[src/sv/bpa_pkg.sv]
// Shared constants, codes and controller/datapath interface types of the page allocator.
package bpa_pkg;

    localparam int DATA_W        = 32;                 // map word and address width
    localparam int MAP_WORDS     = 256;                // words in the page map
    localparam int MAP_IDX_W     = $clog2(MAP_WORDS);  // map word index width
    localparam int BIT_IDX_W     = 5;                  // page index within a map word
    localparam int PAGE_SHIFT    = 12;                 // 4 KiB pages
    localparam int POOL_WORDS_W  = 9;                  // pool_words register width
    localparam int GRP_N         = 16;                 // groups in the search tree
    localparam int GRP_SIZE      = MAP_WORDS / GRP_N;  // map words per group
    localparam int GRP_W         = $clog2(GRP_N);
    localparam int GRP_IDX_W     = $clog2(GRP_SIZE);
    localparam int STATUS_W      = 2;
    localparam int CFG_IDX_W     = 1;
    localparam int FREE_WORD_W   = DATA_W - PAGE_SHIFT - BIT_IDX_W;

    localparam logic [POOL_WORDS_W-1:0] POOL_WORDS_RST = POOL_WORDS_W'(MAP_WORDS);

    // operation codes (s_tuser)
    localparam logic OP_ALLOC = 1'b0;
    localparam logic OP_FREE  = 1'b1;

    // result status codes (m_tuser)
    localparam logic [STATUS_W-1:0] ST_ALLOC   = 2'd0;
    localparam logic [STATUS_W-1:0] ST_OOM     = 2'd1;
    localparam logic [STATUS_W-1:0] ST_FREED   = 2'd2;
    localparam logic [STATUS_W-1:0] ST_IGNORED = 2'd3;

    // configuration register indexes
    localparam logic [CFG_IDX_W-1:0] CFG_POOL_BASE  = 1'b0;
    localparam logic [CFG_IDX_W-1:0] CFG_POOL_WORDS = 1'b1;

    typedef struct packed {
        logic accept;   // latch input word, decode free address
        logic search1;  // register per-group search results
        logic search2;  // register winning map word
        logic read;     // read map word
        logic set_oom;  // result: out of memory
        logic modify;   // update map word, form result
        logic emit;     // move result into output register
    } bpa_cmd_t;

    typedef struct packed {
        logic in_op;      // opcode of the word on the input bus
        logic in_ign;     // free on the input bus is null or out of range
        logic op;         // opcode of the word in flight
        logic found;      // search found a map word with a clear bit
        logic slot_free;  // output register can take a result
    } bpa_stat_t;

endpackage

[src/sv/bpa_ctrl.sv]
// Sequencing state machine of the page allocator.
module bpa_ctrl
    import bpa_pkg::*;
(
    input  logic      clk,
    input  logic      rst_n,
    input  logic      s_tvalid,
    output logic      s_tready,
    input  bpa_stat_t stat,
    output bpa_cmd_t  cmd
);

    typedef enum logic [5:0] {
        S_IDLE   = 6'b000001,
        S_SRCH1  = 6'b000010,
        S_SRCH2  = 6'b000100,
        S_READ   = 6'b001000,
        S_MODIFY = 6'b010000,
        S_RESP   = 6'b100000
    } state_t;

    state_t state_reg;
    state_t state_next;

    always_comb
    begin
        state_next = state_reg;
        cmd        = '0;
        s_tready   = 1'b0;
        unique case (state_reg)
            S_IDLE:
            begin
                s_tready = 1'b1;
                if (s_tvalid)
                begin
                    cmd.accept = 1'b1;
                    if (stat.in_op == OP_ALLOC)
                        state_next = S_SRCH1;
                    else if (stat.in_ign)
                        state_next = S_RESP;
                    else
                        state_next = S_READ;
                end
            end
            S_SRCH1:
            begin
                cmd.search1 = 1'b1;
                state_next  = S_SRCH2;
            end
            S_SRCH2:
            begin
                cmd.search2 = 1'b1;
                state_next  = S_READ;
            end
            S_READ:
            begin
                if (stat.op == OP_ALLOC && !stat.found)
                begin
                    cmd.set_oom = 1'b1;
                    state_next  = S_RESP;
                end
                else
                begin
                    cmd.read   = 1'b1;
                    state_next = S_MODIFY;
                end
            end
            S_MODIFY:
            begin
                cmd.modify = 1'b1;
                state_next = S_RESP;
            end
            S_RESP:
            begin
                if (stat.slot_free)
                begin
                    cmd.emit   = 1'b1;
                    state_next = S_IDLE;
                end
            end
            default:
            begin
                state_next = S_IDLE;
            end
        endcase
    end

    always_ff @(posedge clk or negedge rst_n)
    begin
        if (!rst_n)
            state_reg <= S_IDLE;
        else
            state_reg <= state_next;
    end

endmodule

[config.mk]
export PLATFORM = sky130hd
export DESIGN_NAME = bpa_ctrl
export DESIGN_NICKNAME = d
export VERILOG_FILES = /design/src/sv/bpa_pkg.sv /design/src/sv/bpa_ctrl.sv
export SDC_FILE = /design/constraint.sdc
export NUM_CORES = 1
export LEC_CHECK = 0
export ABC_AREA = 1
export BUFFER_PORTS_ARGS = -buffer_cell sky130_fd_sc_hd__clkbuf_2
export CORE_AREA = 3 3 40 42
export CTS_CLUSTER_DIAMETER = 150
export CTS_CLUSTER_SIZE = 16
export DETAILED_ROUTE_END_ITERATION = 16
export DIE_AREA = 0 0 43 45
export GPL_ROUTABILITY_DRIVEN = 1
export PLACE_DENSITY = 0.56
export SLEW_MARGIN = 40
export SYNTH_ARGS = -nofsm -noshare
export SYNTH_HDL_FRONTEND = slang
export SYNTH_SLANG_ARGS = --single-unit
[constraint.sdc]
create_clock -name clk -period 1.55 [get_ports clk]
set_clock_uncertainty 0.15 [all_clocks]
set_input_delay 0.2325 -clock clk [delete_from_list [all_inputs] [get_ports clk]]
set_output_delay 0.2325 -clock clk [all_outputs]
set_load 0.02 [all_outputs]
==> qor.csv <==
stage,metric,value,unit
route,ant_nets,0,
layout,largest_reg_flops,6,
clock_network,cts_sinks,6,
synth,synthTopCellsByArea,"dfrtp_1 (29%), nor2_1 (10%), inv_1 (8.7%)",
setup_path,cp-start-kind,flip-flop,
place,dp.cells,92,
synth,synth.distinct_cells,17,
global_routing,grt_pass1_wl,1.85,mm
synth,netlist.area_leader.share,29.0,%
power,power.density,1820,mW/mm^2
power,total_power,1.27,mW
sta,finalHoldViolations,0,
synth,synth_edf_count,0,
route,drt_wl_total,1.15,mm
layout,fin_area,699,sq um
sta,setup_viol,8,
setup_path,path_class,reg2out,
layout,nets,99,
clock_network,cts_tree,done,
floorplanning,initial_core_util,33.6,%
synth,syn_nets,70,
sta,finalCriticalPeriod,1710,ps
power,power.leakage,0.400,nW
global_routing,first_global_vias,448,
clock_network,clk_latency,250,ps
clock_network,htreeDepth,1,
layout,final_cell_mix,"buf_4 (11), nor2_1 (9), inv_1 (9), clkbuf_2 (8)",
clock_network,clk_path_buf_depth,2,
place,place_ws,39.7,ps
clock_network,clk_pin_slew,50,ps
place,dpl_cell_area,526,sq um
flow_run,cap_violations,0,
status,violations,setup timing,
sta,worst_pin_slew,215,ps
global_routing,antenna_found_initial,0,
synth,syn_inst,62,
synth,ys.flop_type,dfrtp_1,
route,via_count,485,
sta,drv_slew,0,
status,status,"complete, but fails checks",
sta,finalCritPeriodShare,110,%
layout,drive_above_1_share,57.8,%
floorplanning,pin_count,16,
floorplanning,fp.dieH,45,microns
place,io_buffer_count,15,
setup_path,critPathCaptureType,output port,
synth,avgSynthCellArea,6.96,sq um
floorplanning,die-area,0.00194,sq mm
setup_path,required,1170,ps
sta,grt_setup_unrepaired,yes,
global_routing,grt_max_degree,8,
route,first_pass_iters,7,
clock_network,cts_root_buf,clkbuf_4,
hold_path,hold_path_class,in2reg,
synth,yosysSeqAreaShare,35.1,%
sta,slew_headroom,85.6,%
hold_path,min_path_cells,2,
synth,synth.ff_latch_count,6,
setup_path,arrival,1330,ps
layout,area_growth,62.0,%
route,routedWlPerCell,10.9,microns
setup_path,reg2reg_depth,8,
synth,async_flop_share,100,%
route,drc,0,
floorplanning,die_w,43,microns
clock_network,cts_buffers,3,
floorplanning,coreArea,0.00128,sq mm
layout,antennaDiodeCount,0,
sta,max_freq,584,MHz
sta,setup_tns,-935,ps
synth,yosysWarnings,0,
place,dpl.hpwl,791,microns
synth,synth_area,432,sq um
floorplanning,rows,13,
layout,layoutNonFillerInstCount,105,
setup_path,crit_fanout,3,
route,routed_via_density,4.62,
synth,yosysTopAreaCell,dfrtp_1,
power,ir_drop,0.928,mV
layout,final_common_cell,buf_4,
place,gp_congestion,0.811,
global_routing,grt_usage,13.2,%
route,drt_iter0_drc,14,
sta,setup_ws,-161,ps
global_routing,overflow,0,
## cells by family after synthesis
kind of cell | count (synthesis) | synth area share, %
compound gates | 2 | 3.19
simple gates | 39 | 47.5
buf+inv | 15 | 14.2
flops | 6 | 35.1
## per-layer routing
metal | track usage (%) | wire length [microns] | vias up
met5 | 0 | 0 | -
met4 | 9.04 | 0 | 0
met3 | 2.79 | 56 | 0
met2 | 23.4 | 610 | 13
met1 | 14.2 | 479 | 223
li1 | - | - | 249
## worst max-delay path, cell delays in order, from the launching register on
cell,delay [ps]
dfrtp_2,430
nor2_4,140
buf_4,150
nand3_2,80
nor2_1,100
clkbuf_4,170
## cells in the mapped netlist, types with 2 or more instances
| master | number |
|---|---|
| nand3_2 | 2 |
| nand3_1 | 5 |
| dfrtp_1 | 5 |
| nand2_1 | 10 |
| nor2_4 | 3 |
| inv_1 | 10 |
| nand4_1 | 3 |
| nor2_1 | 12 |
| nor2_2 | 2 |
| inv_2 | 3 |
## path summary, 6_finish.rpt
kind,start,to,slack [ps]
worst min-delay path,stat[4],state_reg[1],20
worst max register to register,state_reg[0],state_reg[5],100
worst min register to register,state_reg[1],state_reg[2],450
min in group asynchronous,rst_n,state_reg[3],190
worst max-delay path,state_reg[1],cmd[3],-160
max in group asynchronous,rst_n,state_reg[0],830
## metrics by stage
step | hold slack (ps) | util [%]
after floorplan | -213 | -
after global placement | -77.3 | 40.9
after detailed placement | -78.5 | 40.9
after CTS | 25.0 | 48.8
after global routing | 24.9 | 54.4
final | 16.1 | 54.4
## layout make-up
type	count	area [sq um]
multi-input combinational	41	267
inverter	14	53.8
timing repair buffer	25	181
sequential	6	153
clock buffer	4	26.3
fill	131	586
tap	15	18.8
## repair_timing
item / 4_1_cts / 5_1_grt
gates cloned: 0 / 0
resized for setup: 8 / 21
setup buffers: 5 / 3
hold endpoints to repair: 6 / 0
pin swaps: 4 / 7
endpoints found under the setup margin: 8 / 8
hold buffers: 1 / 0
## power by group
group          internal (mW)  switching (mW)
sequential             0.214          0.0566
combinational          0.374           0.455
clock                 0.0985          0.0718
total                  0.687           0.584
(Power assumes the default switching activity.)
